==> config.mk <==
export PLATFORM = sky130hd
export DESIGN_NAME = first_fit_page_allocator
export DESIGN_NICKNAME = d
export VERILOG_FILES = /design/src/hw/rtl/ffpa_pkg.sv /design/src/hw/rtl/ffpa_ram.sv /design/src/hw/rtl/ffpa_useq.sv /design/src/hw/rtl/ffpa_dpath.sv /design/src/hw/rtl/first_fit_page_allocator.sv
export VERILOG_INCLUDE_DIRS = /design/src /design/src/hw/rtl
export SDC_FILE = /design/constraint.sdc
export NUM_CORES = 2
export LEC_CHECK = 0
export BUFFER_PORTS_ARGS = -buffer_cell sky130_fd_sc_hd__buf_2
export CAP_MARGIN = 40
export CORE_MARGIN = 5
export CORE_UTILIZATION = 54
export CTS_CLUSTER_DIAMETER = 200
export DETAILED_ROUTE_END_ITERATION = 10
export PLACE_DENSITY = 0.7
export SYNTH_ARGS = -nofsm -noshare
export SYNTH_HDL_FRONTEND = slang
export SYNTH_SLANG_ARGS = --single-unit
==> constraint.sdc <==
create_clock -name clk -period 42.7 [get_ports clk]
set_input_delay 4.27 -clock clk [delete_from_list [all_inputs] [get_ports clk]]
set_output_delay 4.27 -clock clk [all_outputs]
set_load 0.1 [all_outputs]
==> src/hw/rtl/first_fit_page_allocator_assert.svh <==
// Assertion macros for the allocator RTL.
// Each macro expects clk and arst_n in scope.
`ifndef FIRST_FIT_PAGE_ALLOCATOR_ASSERT_SVH
`define FIRST_FIT_PAGE_ALLOCATOR_ASSERT_SVH

// Check a consequence in the same cycle as its cause.
`define FFPA_ASSERT_NOW(label, ante, cons, msg) \
	label: assert property (@(posedge clk) disable iff (!arst_n) (ante) |-> (cons)) \
		else $error(msg);

// Check a consequence in the cycle after its cause.
`define FFPA_ASSERT_NEXT(label, ante, cons, msg) \
	label: assert property (@(posedge clk) disable iff (!arst_n) (ante) |=> (cons)) \
		else $error(msg);

`endif

==> src/hw/rtl/ffpa_pkg.sv <==
`default_nettype none
package ffpa_pkg;

	// Fixed field widths
	localparam int ADDR_W      = 32;
	localparam int COUNT_W     = 11;
	localparam int USABLE_W    = 11;
	localparam int STATUS_W    = 2;
	localparam int DESC_W      = 2;
	localparam int CFG_IDX_W   = 1;
	localparam int CFG_DATA_W  = 32;
	localparam int IN_TDATA_W  = 48;
	localparam int OUT_TDATA_W = 32;

	// Parameter defaults
	localparam int DEFAULT_MAX_PAGES  = 1024;
	localparam int DEFAULT_PAGE_SHIFT = 12;

	// Register reset values
	localparam logic [ADDR_W-1:0]   ALLOC_BASE_RESET   = '0;
	localparam logic [USABLE_W-1:0] USABLE_PAGES_RESET = 11'd1024;

	// Register indexes
	localparam logic [CFG_IDX_W-1:0] REG_ALLOC_BASE   = 1'd0;
	localparam logic [CFG_IDX_W-1:0] REG_USABLE_PAGES = 1'd1;

	// Operations
	localparam logic OP_ALLOC = 1'b0;
	localparam logic OP_FREE  = 1'b1;

	// Result status codes
	localparam logic [STATUS_W-1:0] ST_OK       = 2'd0;
	localparam logic [STATUS_W-1:0] ST_NO_SPACE = 2'd1;
	localparam logic [STATUS_W-1:0] ST_BAD_ADDR = 2'd2;

	// Descriptor bits
	localparam int DESC_USED_BIT = 0;
	localparam int DESC_LAST_BIT = 1;
	localparam logic [DESC_W-1:0] DESC_FREE = 2'b00;
	localparam logic [DESC_W-1:0] DESC_USED = 2'b01;
	localparam logic [DESC_W-1:0] DESC_TAIL = 2'b11;

	// Microprogram addresses
	localparam int UPC_W = 4;
	localparam logic [UPC_W-1:0] S_CLR      = 4'd0;
	localparam logic [UPC_W-1:0] S_IDLE     = 4'd1;
	localparam logic [UPC_W-1:0] S_DISPATCH = 4'd2;
	localparam logic [UPC_W-1:0] S_ACHK     = 4'd3;
	localparam logic [UPC_W-1:0] S_SCAN     = 4'd4;
	localparam logic [UPC_W-1:0] S_SCANEND  = 4'd5;
	localparam logic [UPC_W-1:0] S_NOSPACE  = 4'd6;
	localparam logic [UPC_W-1:0] S_MARK     = 4'd7;
	localparam logic [UPC_W-1:0] S_FCHK     = 4'd8;
	localparam logic [UPC_W-1:0] S_FREAD    = 4'd9;
	localparam logic [UPC_W-1:0] S_FWALK    = 4'd10;
	localparam logic [UPC_W-1:0] S_FREED    = 4'd11;
	localparam logic [UPC_W-1:0] S_BADADDR  = 4'd12;
	localparam logic [UPC_W-1:0] S_RESULT   = 4'd13;

	// Datapath actions
	localparam int ACT_W = 4;
	localparam logic [ACT_W-1:0] ACT_NOP         = 4'd0;
	localparam logic [ACT_W-1:0] ACT_CLEAR       = 4'd1;
	localparam logic [ACT_W-1:0] ACT_TAKE        = 4'd2;
	localparam logic [ACT_W-1:0] ACT_ACHK        = 4'd3;
	localparam logic [ACT_W-1:0] ACT_SCAN        = 4'd4;
	localparam logic [ACT_W-1:0] ACT_ADDR        = 4'd5;
	localparam logic [ACT_W-1:0] ACT_MARK        = 4'd6;
	localparam logic [ACT_W-1:0] ACT_FCHK        = 4'd7;
	localparam logic [ACT_W-1:0] ACT_FREAD       = 4'd8;
	localparam logic [ACT_W-1:0] ACT_FWALK       = 4'd9;
	localparam logic [ACT_W-1:0] ACT_SET_NOSPACE = 4'd10;
	localparam logic [ACT_W-1:0] ACT_SET_BADADDR = 4'd11;
	localparam logic [ACT_W-1:0] ACT_SET_FREED   = 4'd12;
	localparam logic [ACT_W-1:0] ACT_EMIT        = 4'd13;

	// Jump conditions
	localparam int COND_W = 4;
	localparam logic [COND_W-1:0] COND_ALWAYS     = 4'd0;
	localparam logic [COND_W-1:0] COND_NEVER      = 4'd1;
	localparam logic [COND_W-1:0] COND_IN_TAKEN   = 4'd2;
	localparam logic [COND_W-1:0] COND_OP_FREE    = 4'd3;
	localparam logic [COND_W-1:0] COND_ALLOC_BAD  = 4'd4;
	localparam logic [COND_W-1:0] COND_SCAN_DONE  = 4'd5;
	localparam logic [COND_W-1:0] COND_FOUND      = 4'd6;
	localparam logic [COND_W-1:0] COND_MARK_DONE  = 4'd7;
	localparam logic [COND_W-1:0] COND_ADDR_BAD   = 4'd8;
	localparam logic [COND_W-1:0] COND_WALK_DONE  = 4'd9;
	localparam logic [COND_W-1:0] COND_CLEAR_DONE = 4'd10;
	localparam logic [COND_W-1:0] COND_OUT_FREE   = 4'd11;

	// One control word: action, jump condition, jump target, hold when not taken
	typedef struct packed {
		logic [ACT_W-1:0]  act;
		logic [COND_W-1:0] cond;
		logic [UPC_W-1:0]  target;
		logic              hold;
	} ctrl_t;

	// Status flags from the datapath to the sequencer
	typedef struct packed {
		logic in_taken;
		logic op_free;
		logic alloc_bad;
		logic scan_done;
		logic found;
		logic mark_done;
		logic addr_bad;
		logic walk_done;
		logic clear_done;
		logic out_free;
	} flags_t;

endpackage
`default_nettype wire

==> src/hw/rtl/ffpa_ram.sv <==
`default_nettype none
module ffpa_ram #(
	parameter int WIDTH = ffpa_pkg::DESC_W,
	parameter int DEPTH = ffpa_pkg::DEFAULT_MAX_PAGES
) (
	input  wire logic                     clk,
	input  wire logic                     we,
	input  wire logic [$clog2(DEPTH)-1:0] waddr,
	input  wire logic [WIDTH-1:0]         wdata,
	input  wire logic [$clog2(DEPTH)-1:0] raddr,
	output logic      [WIDTH-1:0]         rdata
);

	logic [WIDTH-1:0] mem_q [DEPTH];

	// Write port and registered read port
	always_ff @(posedge clk) begin
		if (we) begin
			mem_q[waddr] <= wdata;
		end
		rdata <= mem_q[raddr];
	end

endmodule
`default_nettype wire

==> src/hw/rtl/ffpa_useq.sv <==
`default_nettype none
module ffpa_useq (
	input  wire logic             clk,
	input  wire logic             arst_n,
	input  var  ffpa_pkg::flags_t flags,
	output ffpa_pkg::ctrl_t       ctrl
);

	logic [ffpa_pkg::UPC_W-1:0] upc_q;
	logic [ffpa_pkg::UPC_W-1:0] upc_next;
	logic                       cond_met;

	// Microprogram: action, condition, target, hold
	function automatic ffpa_pkg::ctrl_t rom_word(input logic [ffpa_pkg::UPC_W-1:0] upc);
		ffpa_pkg::ctrl_t w;
		case (upc)
			ffpa_pkg::S_CLR: w = '{ffpa_pkg::ACT_CLEAR, ffpa_pkg::COND_CLEAR_DONE,
				ffpa_pkg::S_IDLE, 1'b1};
			ffpa_pkg::S_IDLE: w = '{ffpa_pkg::ACT_TAKE, ffpa_pkg::COND_IN_TAKEN,
				ffpa_pkg::S_DISPATCH, 1'b1};
			ffpa_pkg::S_DISPATCH: w = '{ffpa_pkg::ACT_NOP, ffpa_pkg::COND_OP_FREE,
				ffpa_pkg::S_FCHK, 1'b0};
			ffpa_pkg::S_ACHK: w = '{ffpa_pkg::ACT_ACHK, ffpa_pkg::COND_ALLOC_BAD,
				ffpa_pkg::S_NOSPACE, 1'b0};
			ffpa_pkg::S_SCAN: w = '{ffpa_pkg::ACT_SCAN, ffpa_pkg::COND_SCAN_DONE,
				ffpa_pkg::S_SCANEND, 1'b1};
			ffpa_pkg::S_SCANEND: w = '{ffpa_pkg::ACT_ADDR, ffpa_pkg::COND_FOUND,
				ffpa_pkg::S_MARK, 1'b0};
			ffpa_pkg::S_NOSPACE: w = '{ffpa_pkg::ACT_SET_NOSPACE, ffpa_pkg::COND_ALWAYS,
				ffpa_pkg::S_RESULT, 1'b0};
			ffpa_pkg::S_MARK: w = '{ffpa_pkg::ACT_MARK, ffpa_pkg::COND_MARK_DONE,
				ffpa_pkg::S_RESULT, 1'b1};
			ffpa_pkg::S_FCHK: w = '{ffpa_pkg::ACT_FCHK, ffpa_pkg::COND_ADDR_BAD,
				ffpa_pkg::S_BADADDR, 1'b0};
			ffpa_pkg::S_FREAD: w = '{ffpa_pkg::ACT_FREAD, ffpa_pkg::COND_NEVER,
				ffpa_pkg::S_FREAD, 1'b0};
			ffpa_pkg::S_FWALK: w = '{ffpa_pkg::ACT_FWALK, ffpa_pkg::COND_WALK_DONE,
				ffpa_pkg::S_FREED, 1'b1};
			ffpa_pkg::S_FREED: w = '{ffpa_pkg::ACT_SET_FREED, ffpa_pkg::COND_ALWAYS,
				ffpa_pkg::S_RESULT, 1'b0};
			ffpa_pkg::S_BADADDR: w = '{ffpa_pkg::ACT_SET_BADADDR, ffpa_pkg::COND_ALWAYS,
				ffpa_pkg::S_RESULT, 1'b0};
			ffpa_pkg::S_RESULT: w = '{ffpa_pkg::ACT_EMIT, ffpa_pkg::COND_OUT_FREE,
				ffpa_pkg::S_IDLE, 1'b1};
			default: w = '{ffpa_pkg::ACT_NOP, ffpa_pkg::COND_ALWAYS,
				ffpa_pkg::S_IDLE, 1'b0};
		endcase
		return w;
	endfunction

	assign ctrl = rom_word(upc_q);

	// Select the jump condition
	always_comb begin
		case (ctrl.cond)
			ffpa_pkg::COND_ALWAYS:     cond_met = 1'b1;
			ffpa_pkg::COND_NEVER:      cond_met = 1'b0;
			ffpa_pkg::COND_IN_TAKEN:   cond_met = flags.in_taken;
			ffpa_pkg::COND_OP_FREE:    cond_met = flags.op_free;
			ffpa_pkg::COND_ALLOC_BAD:  cond_met = flags.alloc_bad;
			ffpa_pkg::COND_SCAN_DONE:  cond_met = flags.scan_done;
			ffpa_pkg::COND_FOUND:      cond_met = flags.found;
			ffpa_pkg::COND_MARK_DONE:  cond_met = flags.mark_done;
			ffpa_pkg::COND_ADDR_BAD:   cond_met = flags.addr_bad;
			ffpa_pkg::COND_WALK_DONE:  cond_met = flags.walk_done;
			ffpa_pkg::COND_CLEAR_DONE: cond_met = flags.clear_done;
			ffpa_pkg::COND_OUT_FREE:   cond_met = flags.out_free;
			default:                   cond_met = 1'b0;
		endcase
	end

	// Jump, hold or advance
	always_comb begin
		if (cond_met) begin
			upc_next = ctrl.target;
		end else if (ctrl.hold) begin
			upc_next = upc_q;
		end else begin
			upc_next = upc_q + ffpa_pkg::UPC_W'(1);
		end
	end

	always_ff @(posedge clk or negedge arst_n) begin
		if (!arst_n) begin
			upc_q <= ffpa_pkg::S_CLR;
		end else begin
			upc_q <= upc_next;
		end
	end

endmodule
`default_nettype wire

==> src/hw/rtl/ffpa_dpath.sv <==
`default_nettype none
`include "first_fit_page_allocator_assert.svh"
module ffpa_dpath #(
	parameter int MAX_PAGES  = ffpa_pkg::DEFAULT_MAX_PAGES,
	parameter int PAGE_SHIFT = ffpa_pkg::DEFAULT_PAGE_SHIFT
) (
	input  wire logic                                  clk,
	input  wire logic                                  arst_n,
	input  var  ffpa_pkg::ctrl_t                       ctrl,
	output ffpa_pkg::flags_t                           flags,
	input  wire logic [ffpa_pkg::ADDR_W-1:0]           alloc_base,
	input  wire logic [ffpa_pkg::USABLE_W-1:0]         usable_pages,
	input  wire logic                                  s_tvalid,
	output logic                                       s_tready,
	input  wire logic [ffpa_pkg::IN_TDATA_W-1:0]       s_tdata,
	input  wire logic                                  s_tuser,
	output logic                                       m_tvalid,
	input  wire logic                                  m_tready,
	output logic      [ffpa_pkg::OUT_TDATA_W-1:0]      m_tdata,
	output logic      [ffpa_pkg::STATUS_W-1:0]         m_tuser,
	output logic                                       ram_we,
	output logic      [$clog2(MAX_PAGES)-1:0]          ram_waddr,
	output logic      [ffpa_pkg::DESC_W-1:0]           ram_wdata,
	output logic      [$clog2(MAX_PAGES)-1:0]          ram_raddr,
	input  wire logic [ffpa_pkg::DESC_W-1:0]           ram_rdata
);

	localparam int IDX_W = $clog2(MAX_PAGES);
	localparam int CNT_W = $clog2(MAX_PAGES + 1);
	localparam int CMP_W = (CNT_W > ffpa_pkg::COUNT_W) ? CNT_W : ffpa_pkg::COUNT_W;
	localparam int OFF_W = IDX_W + PAGE_SHIFT;
	localparam logic [IDX_W-1:0] TOP_IDX = IDX_W'(MAX_PAGES - 1);

	// Request registers
	logic                            op_q;
	logic [ffpa_pkg::COUNT_W-1:0]    count_q;
	logic [ffpa_pkg::ADDR_W-1:0]     faddr_q;

	// Walk registers
	logic [IDX_W-1:0]                j_q;
	logic [IDX_W-1:0]                k_q;
	logic [CNT_W-1:0]                run_q;
	logic                            found_q;
	logic [ffpa_pkg::ADDR_W-1:0]     addr_q;
	logic [ffpa_pkg::STATUS_W-1:0]   st_q;

	// Output register
	logic                            m_valid_q;
	logic [ffpa_pkg::ADDR_W-1:0]     m_addr_q;
	logic [ffpa_pkg::STATUS_W-1:0]   m_status_q;

	logic [CMP_W-1:0]                n_w;
	logic [CMP_W-1:0]                usable_w;
	logic [CMP_W-1:0]                count_w;
	logic [CMP_W-1:0]                j_w;
	logic [CNT_W-1:0]                run_next;
	logic                            desc_busy;
	logic                            found_now;
	logic                            at_end;
	logic [CMP_W-1:0]                start_w;
	logic [OFF_W-1:0]                page_off;
	logic [ffpa_pkg::ADDR_W-1:0]     alloc_addr;
	logic [ffpa_pkg::ADDR_W-1:0]     addr_diff;
	logic [ffpa_pkg::ADDR_W-1:0]     idx_full;
	logic                            out_free;
	logic                            emit;

	// Clamp the usable count to the table depth
	assign usable_w = CMP_W'(usable_pages);
	assign n_w      = (usable_w > CMP_W'(MAX_PAGES)) ? CMP_W'(MAX_PAGES) : usable_w;
	assign count_w  = CMP_W'(count_q);
	assign j_w      = CMP_W'(j_q);

	// Scan step: extend or reset the free run
	assign desc_busy = ram_rdata[ffpa_pkg::DESC_USED_BIT];
	assign run_next  = desc_busy ? '0 : run_q + CNT_W'(1);
	assign found_now = !desc_busy && (CMP_W'(run_next) == count_w);
	assign at_end    = (j_w == n_w - CMP_W'(1));
	assign start_w   = j_w + CMP_W'(1) - count_w;

	// Page address of the run start
	assign page_off   = {k_q, {PAGE_SHIFT{1'b0}}};
	assign alloc_addr = alloc_base + ffpa_pkg::ADDR_W'(page_off);

	// Free address range check
	assign addr_diff = faddr_q - alloc_base;
	assign idx_full  = addr_diff >> PAGE_SHIFT;

	assign out_free = !m_valid_q || m_tready;
	assign emit     = (ctrl.act == ffpa_pkg::ACT_EMIT) && out_free;
	assign s_tready = (ctrl.act == ffpa_pkg::ACT_TAKE);

	// Flags to the sequencer
	always_comb begin
		flags.in_taken   = s_tvalid && s_tready;
		flags.op_free    = (op_q == ffpa_pkg::OP_FREE);
		flags.alloc_bad  = (count_q == '0) || (count_w > n_w);
		flags.scan_done  = found_now || at_end;
		flags.found      = found_q;
		flags.mark_done  = (k_q == j_q);
		flags.addr_bad   = (faddr_q < alloc_base) ||
			(idx_full >= ffpa_pkg::ADDR_W'(n_w));
		flags.walk_done  = ram_rdata[ffpa_pkg::DESC_LAST_BIT] || (k_q == TOP_IDX);
		flags.clear_done = (k_q == TOP_IDX);
		flags.out_free   = out_free;
	end

	// Descriptor store access
	always_comb begin
		ram_we    = (ctrl.act == ffpa_pkg::ACT_CLEAR) || (ctrl.act == ffpa_pkg::ACT_MARK) ||
			(ctrl.act == ffpa_pkg::ACT_FWALK);
		ram_waddr = k_q;
		if (ctrl.act == ffpa_pkg::ACT_MARK) begin
			ram_wdata = (k_q == j_q) ? ffpa_pkg::DESC_TAIL : ffpa_pkg::DESC_USED;
		end else begin
			ram_wdata = ffpa_pkg::DESC_FREE;
		end
		case (ctrl.act)
			ffpa_pkg::ACT_ACHK:  ram_raddr = '0;
			ffpa_pkg::ACT_SCAN:  ram_raddr = j_q + IDX_W'(1);
			ffpa_pkg::ACT_FWALK: ram_raddr = k_q + IDX_W'(1);
			default:             ram_raddr = k_q;
		endcase
	end

	// Control registers: walk pointer, found mark, output valid
	always_ff @(posedge clk or negedge arst_n) begin
		if (!arst_n) begin
			k_q       <= '0;
			found_q   <= 1'b0;
			m_valid_q <= 1'b0;
		end else begin
			case (ctrl.act)
				ffpa_pkg::ACT_CLEAR: k_q <= k_q + IDX_W'(1);
				ffpa_pkg::ACT_ACHK:  found_q <= 1'b0;
				ffpa_pkg::ACT_SCAN: begin
					if (found_now) begin
						found_q <= 1'b1;
						k_q     <= start_w[IDX_W-1:0];
					end
				end
				ffpa_pkg::ACT_MARK:  k_q <= k_q + IDX_W'(1);
				ffpa_pkg::ACT_FCHK:  k_q <= idx_full[IDX_W-1:0];
				ffpa_pkg::ACT_FWALK: k_q <= k_q + IDX_W'(1);
				default: ;
			endcase
			// Drop the result once taken, load a new one on emit
			if (m_valid_q && m_tready) begin
				m_valid_q <= 1'b0;
			end
			if (emit) begin
				m_valid_q <= 1'b1;
			end
		end
	end

	// Payload registers
	always_ff @(posedge clk) begin
		case (ctrl.act)
			ffpa_pkg::ACT_TAKE: begin
				if (s_tvalid) begin
					op_q    <= s_tuser;
					count_q <= s_tdata[ffpa_pkg::COUNT_W-1:0];
					faddr_q <= s_tdata[ffpa_pkg::COUNT_W +: ffpa_pkg::ADDR_W];
				end
			end
			ffpa_pkg::ACT_ACHK: begin
				j_q   <= '0;
				run_q <= '0;
			end
			ffpa_pkg::ACT_SCAN: begin
				if (!(found_now || at_end)) begin
					j_q   <= j_q + IDX_W'(1);
					run_q <= run_next;
				end
			end
			ffpa_pkg::ACT_ADDR: begin
				addr_q <= alloc_addr;
				st_q   <= ffpa_pkg::ST_OK;
			end
			ffpa_pkg::ACT_SET_NOSPACE: begin
				addr_q <= '0;
				st_q   <= ffpa_pkg::ST_NO_SPACE;
			end
			ffpa_pkg::ACT_SET_BADADDR: begin
				addr_q <= '0;
				st_q   <= ffpa_pkg::ST_BAD_ADDR;
			end
			ffpa_pkg::ACT_SET_FREED: begin
				addr_q <= '0;
				st_q   <= ffpa_pkg::ST_OK;
			end
			default: ;
		endcase
		if (emit) begin
			m_addr_q   <= addr_q;
			m_status_q <= st_q;
		end
	end

	assign m_tvalid = m_valid_q;
	assign m_tdata  = m_addr_q;
	assign m_tuser  = m_status_q;

	`FFPA_ASSERT_NOW(a_run_fits, (ctrl.act == ffpa_pkg::ACT_SCAN) && found_now,
		j_w + CMP_W'(1) >= count_w, "found run starts before page zero")
	`FFPA_ASSERT_NOW(a_fail_addr_zero, m_valid_q && (m_status_q != ffpa_pkg::ST_OK),
		m_addr_q == '0, "failed result carries an address")
	`FFPA_ASSERT_NEXT(a_emit_loads, emit, m_valid_q, "emitted result not held")
	`FFPA_ASSERT_NOW(a_write_steps, ram_we,
		(ctrl.act == ffpa_pkg::ACT_CLEAR) || (ctrl.act == ffpa_pkg::ACT_MARK) ||
		(ctrl.act == ffpa_pkg::ACT_FWALK), "descriptor write outside a write step")

endmodule
`default_nettype wire

==> src/hw/rtl/first_fit_page_allocator.sv <==
// Allocate: check the count, find the first free run of that size, mark it, return its address;
// no run found, or a zero or oversized count, returns no space. Free: check the address and
// clear its run; an address out of range returns bad address. The scan reads one descriptor
// a cycle. One request is in work at a time; the next is taken in the cycle after the
// result loads, and a result held by m_tready low stalls the sequencer at its next result
// until taken. Reset clears the descriptor RAM with s_tready low; config writes always.
`default_nettype none
module first_fit_page_allocator #(
	parameter int MAX_PAGES  = ffpa_pkg::DEFAULT_MAX_PAGES,
	parameter int PAGE_SHIFT = ffpa_pkg::DEFAULT_PAGE_SHIFT
) (
	input  wire logic                                clk,
	input  wire logic                                arst_n,
	// Request stream
	input  wire logic                                s_tvalid,
	output logic                                     s_tready,
	input  wire logic [ffpa_pkg::IN_TDATA_W-1:0]     s_tdata,  // page_count, free_address, pad
	input  wire logic                                s_tuser,  // operation
	// Result stream
	output logic                                     m_tvalid,
	input  wire logic                                m_tready,
	output logic      [ffpa_pkg::OUT_TDATA_W-1:0]    m_tdata,  // address
	output logic      [ffpa_pkg::STATUS_W-1:0]       m_tuser,  // status
	// Register writes
	input  wire logic                                cfg_valid,
	output logic                                     cfg_ready,
	input  wire logic [ffpa_pkg::CFG_IDX_W-1:0]      cfg_index,
	input  wire logic [ffpa_pkg::CFG_DATA_W-1:0]     cfg_data
);

	localparam int IDX_W = $clog2(MAX_PAGES);

	logic [ffpa_pkg::ADDR_W-1:0]   alloc_base_q;
	logic [ffpa_pkg::USABLE_W-1:0] usable_pages_q;
	ffpa_pkg::ctrl_t               ctrl;
	ffpa_pkg::flags_t              flags;
	logic                          ram_we;
	logic [IDX_W-1:0]              ram_waddr;
	logic [ffpa_pkg::DESC_W-1:0]   ram_wdata;
	logic [IDX_W-1:0]              ram_raddr;
	logic [ffpa_pkg::DESC_W-1:0]   ram_rdata;

	assign cfg_ready = 1'b1;

	// Configuration registers
	always_ff @(posedge clk or negedge arst_n) begin
		if (!arst_n) begin
			alloc_base_q   <= ffpa_pkg::ALLOC_BASE_RESET;
			usable_pages_q <= ffpa_pkg::USABLE_PAGES_RESET;
		end else if (cfg_valid && cfg_ready) begin
			case (cfg_index)
				ffpa_pkg::REG_ALLOC_BASE:   alloc_base_q   <= cfg_data[ffpa_pkg::ADDR_W-1:0];
				ffpa_pkg::REG_USABLE_PAGES: usable_pages_q <= cfg_data[ffpa_pkg::USABLE_W-1:0];
				default: ;
			endcase
		end
	end

	ffpa_useq u_useq (
		.clk    (clk),
		.arst_n (arst_n),
		.flags  (flags),
		.ctrl   (ctrl)
	);

	ffpa_dpath #(
		.MAX_PAGES  (MAX_PAGES),
		.PAGE_SHIFT (PAGE_SHIFT)
	) u_dpath (
		.clk          (clk),
		.arst_n       (arst_n),
		.ctrl         (ctrl),
		.flags        (flags),
		.alloc_base   (alloc_base_q),
		.usable_pages (usable_pages_q),
		.s_tvalid     (s_tvalid),
		.s_tready     (s_tready),
		.s_tdata      (s_tdata),
		.s_tuser      (s_tuser),
		.m_tvalid     (m_tvalid),
		.m_tready     (m_tready),
		.m_tdata      (m_tdata),
		.m_tuser      (m_tuser),
		.ram_we       (ram_we),
		.ram_waddr    (ram_waddr),
		.ram_wdata    (ram_wdata),
		.ram_raddr    (ram_raddr),
		.ram_rdata    (ram_rdata)
	);

	ffpa_ram #(
		.WIDTH (ffpa_pkg::DESC_W),
		.DEPTH (MAX_PAGES)
	) u_desc_ram (
		.clk   (clk),
		.we    (ram_we),
		.waddr (ram_waddr),
		.wdata (ram_wdata),
		.raddr (ram_raddr),
		.rdata (ram_rdata)
	);

endmodule
`default_nettype wire
==> flow_summary.toml <==
[outcome]
status = "finished clean"

[clock_network]
hold_buffers = 0
cts_buffers = 220
cts.reportedPaths.clkPinSlew_ps = 60
cts_tree = "built"
cts_sinks = 2242
number_of_levels_in_the_clock_h_tree = 4
cts_buffer_depth = 3
worstSkewPairLatency_ps = 860
clockRootBuffer = "sky130_fd_sc_hd__clkbuf_16"
ctsResizeCount = 0
post-cts-setup-buffers = 0

[placed_design]
hpwl_um = 169000
port-buffer-count = 117
gp_congestion = 0.894
numPlacedInstances = 10000

[worst_setup_path]
critical-path-top-cell-by-count = "sky130_fd_sc_hd__buf_4"
cpMaxStageDelayCell = "sky130_fd_sc_hd__buf_4"
cp_max_fo = 68
crit_path_cell_trace = "inv_1 -> ha_1 -> mux4_2 -> or3_1 -> or3_1 -> o311ai_4 -> buf_4 -> buf_4 -> buf_4 -> buf_4 -> mux2i_1 -> a32oi_1 -> nand2_1 -> a21oi_1 -> o211ai_1 -> or4_1 -> o31ai_1 -> a311o_1"
timing.setup.critical_path_class = "flip-flop to flip-flop"
cp-start-kind = "flip-flop"
critPathMaxStageDelay_ps = 790
data_arrival_time_of_the_critical_path_ps = 9230
worstSetupStartpoint = "u_useq.upc_q[0]$_DFFE_PN0P_"
reg2reg_from = "u_useq.upc_q[0]$_DFFE_PN0P_"
worstPathRequired_ps = 43420
worst_setup_path_end_kind = "flip-flop"

[synth]
synth.distinct_cells = 91
synth_flop_cell = "sky130_fd_sc_hd__edfxtp_1"
library_cell_with_the_highest_instance_count_after_synthesis = "sky130_fd_sc_hd__edfxtp_1"
synth-adder-area-share_pct = 1.25
synth.net_count = 8094
ys_seq_area_share_pct = 69.4
post_synth.cell_area_avg_um2 = 12.2
synthDominantCellAreaShare_pct = 67.8
synth.cell_area_um2 = 96600
synth_compound_gate_area_share_pct = 7.46
ys.warnings.count = 0
synth.area.mux_share_pct = 2.68
synth_simple_gate_area_share_pct = 15.3
synth_top_cells_by_area = "sky130_fd_sc_hd__edfxtp_1 (68%), sky130_fd_sc_hd__nand2_1 (6.0%), sky130_fd_sc_hd__nor2_1 (4.5%)"
combinational_family_with_the_most_area_after_synthesis = "simple AND/OR/NAND/NOR gates"
ys_seq_elements = 2242
synthXorXnorAreaFrac_pct = 0.816
synth_async_sr_flop_share_pct = 2.63
post_synth_edffs = 2181
synth.top_cells.by_count = "sky130_fd_sc_hd__edfxtp_1 (2181), sky130_fd_sc_hd__nand2_1 (1551), sky130_fd_sc_hd__nor2_1 (1169), sky130_fd_sc_hd__nand3_1 (464), sky130_fd_sc_hd__clkbuf_1 (331)"
post-synth-top-area-cell = "sky130_fd_sc_hd__edfxtp_1"
netlist_instances = 7912

[global_route]
grt_pass1_vias = 65300
grt_overflow_total = 0
global_route.usage.total_pct = 30.7
grt_first_pass_wirelength_um = 424000
grt_max_degree = 248
initial_antenna_violation_count = 15

[layout]
fraction_of_layout_cells_with_a_size_suffix_above_1_pct = 9.33
fin_util_pct = 60.2
nFillCells = 13800
final_cells = 10400
final_net_count = 8066
area.growth.synth_to_final_pct = 11.1

[floorplan]
die_h_um = 433
initial_utilization_pct = 54.2
die_x_um = 433
io_pins = 124
core-area_um2 = 178000
fp.dieArea_um2 = 187000
row_count = 155

[timing]
timing.slew.headroom_pct = 4.45
max_slew_violation_total_from_the_final_report = 0
report.final.hold_viol_count = 0
timing.fmax_mhz = 118
setup-tns-final_ps = 0
timing.final.crit_period_ps = 8510
finalSetupViolCount = 0
timing.final.crit_share_pct = 19.9
final.setup_skew_ps = 46.5
tightestPinTransition_ps = 1430
rsz0062_at_grt = "false"

[detailed_routing]
detail_route.vias_per_cell = 6.42
drt.antenna.violating_nets = 0
detailedRoute.firstPassIterationCount = 6
wl_um = 290000
via_count = 67000
post_drt_wl_per_cell_um = 27.8
drc = 0
drt_iter0_drc = 10000

[job]
max_cap_viol_count = 0

[hold_path]
timing.hold.worst.start = "u_dpath.addr_q[13]$_SDFFCE_PP0P_"
hold_path.class = "flip-flop to flip-flop"
-- cells in the final DEF, fill, tap and decap left out, types with 22 or more instances in the layout --
cell type	instances
sky130_fd_sc_hd__buf_2	122
sky130_fd_sc_hd__xnor2_1	50
sky130_fd_sc_hd__clkbuf_16	221
sky130_fd_sc_hd__clkinv_2	40
sky130_fd_sc_hd__nand2_1	1540
sky130_fd_sc_hd__inv_1	80
sky130_fd_sc_hd__nor2b_1	22
sky130_fd_sc_hd__a21o_1	32
sky130_fd_sc_hd__a311oi_1	49
sky130_fd_sc_hd__a31oi_1	154
sky130_fd_sc_hd__o22ai_1	25
sky130_fd_sc_hd__buf_12	25
sky130_fd_sc_hd__nor3_1	37
sky130_fd_sc_hd__and3_1	127
sky130_fd_sc_hd__edfxtp_1	2181
sky130_fd_sc_hd__clkbuf_1	47
sky130_fd_sc_hd__nand4_1	69
sky130_fd_sc_hd__o221ai_1	33
sky130_fd_sc_hd__buf_4	168
sky130_fd_sc_hd__clkinv_1	64
sky130_fd_sc_hd__ha_1	93
sky130_fd_sc_hd__a211oi_1	73
sky130_fd_sc_hd__nor2_1	1161
sky130_fd_sc_hd__o21ai_0	133
sky130_fd_sc_hd__xor2_1	40
sky130_fd_sc_hd__nor4_1	22
sky130_fd_sc_hd__a21oi_1	134
sky130_fd_sc_hd__nand3_1	441
sky130_fd_sc_hd__dfrtp_1	58
sky130_fd_sc_hd__mux2i_1	238
sky130_fd_sc_hd__a32oi_1	171
-- flip-flops by register name, indices dropped and copies added (netlist names), 2 cells and up --
register,count
u_dpath.m_tuser,2
u_dpath.faddr_q,32
u_dpath.count_q,11
usable_pages_q,11
u_desc_ram.mem_q,2048
alloc_base_q,32
u_dpath.st_q,2
u_desc_ram.rdata,2
u_dpath.run_q,11
u_dpath.j_q,10
u_dpath.m_tdata,32
u_dpath.addr_q,32
u_useq.upc_q,4
u_dpath.ram_waddr,10
-- final cells by class --
cell class	count	area, um2	share of cell area, %
Tap cell	2355	2950	2.75
Clock buffer	270	5730	5.35
Inverter	83	319	0.297
Antenna cell	5	12.5	0.0117
Sequential cell	2242	67000	62.5
Timing Repair Buffer	348	3040	2.83
Multi-Input combinational cell	4989	27000	25.1
Clock inverter	140	1260	1.18
-- per-stage QoR --
| stage | hold slack, ps | cell area [um2] | setup slack, ps |
|---|---|---|---|
| after global placement | 403 | 99200 | 34610 |
| final | 420 | 107000 | 34190 |
| after detailed placement | 405 | 100000 | 34500 |
| after global routing | 423 | 107000 | 34040 |
| after CTS | 420 | 107000 | 34420 |
| after floorplan | 400 | 96600 | 12210 |
-- routing by layer --
layer	share of wire, %	wire length, um	track usage [%]	up-vias
li1	-	-	-	28900
met5	0.019	54	0	-
met4	5.8	16700	15.1	10
met1	36	105000	40.4	33000
met2	46	133000	47.9	4235
met3	12	35700	7.66	856
-- critical path: cells and delay by family (launching register included) --
| family | cells | cell delay, ps |
|---|---|---|
| buf+inv | 5 | 2780 |
| compound gates | 6 | 1870 |
| simple gates | 4 | 1700 |
| mux | 2 | 860 |
| flops | 1 | 520 |
| fa+ha+maj | 1 | 430 |
-- kinds of logic (layout without fill, tap and decap cells) --
family | count (synthesis) | after routing
simple gates | 3541 | 3541
fa+ha+maj | 95 | 95
xor+xnor | 90 | 90
mux | 255 | 255
flops | 2242 | 2242
compound gates | 1007 | 1007
other cells | 1 | 6
buf+inv | 681 | 841
-- final timing paths --
check                      slack [ps]  depth (start not counted)                            end
hold / removal                    420                          0  u_dpath.m_tdata[13]$_DFFE_PP_
max in group asynchronous       38560                          2   alloc_base_q[31]$_DFFE_PN0P_
min in group asynchronous        3590                          2    alloc_base_q[4]$_DFFE_PN0P_
setup reg to reg                34190                         18    u_desc_ram.rdata[0]$_DFF_P_
hold reg to reg                   420                          0  u_dpath.m_tdata[13]$_DFFE_PP_
setup / recovery                34190                         18    u_desc_ram.rdata[0]$_DFF_P_
Power is not shown: default switching activity piles up to over one toggle a cycle in this logic, so the estimate is an artifact.
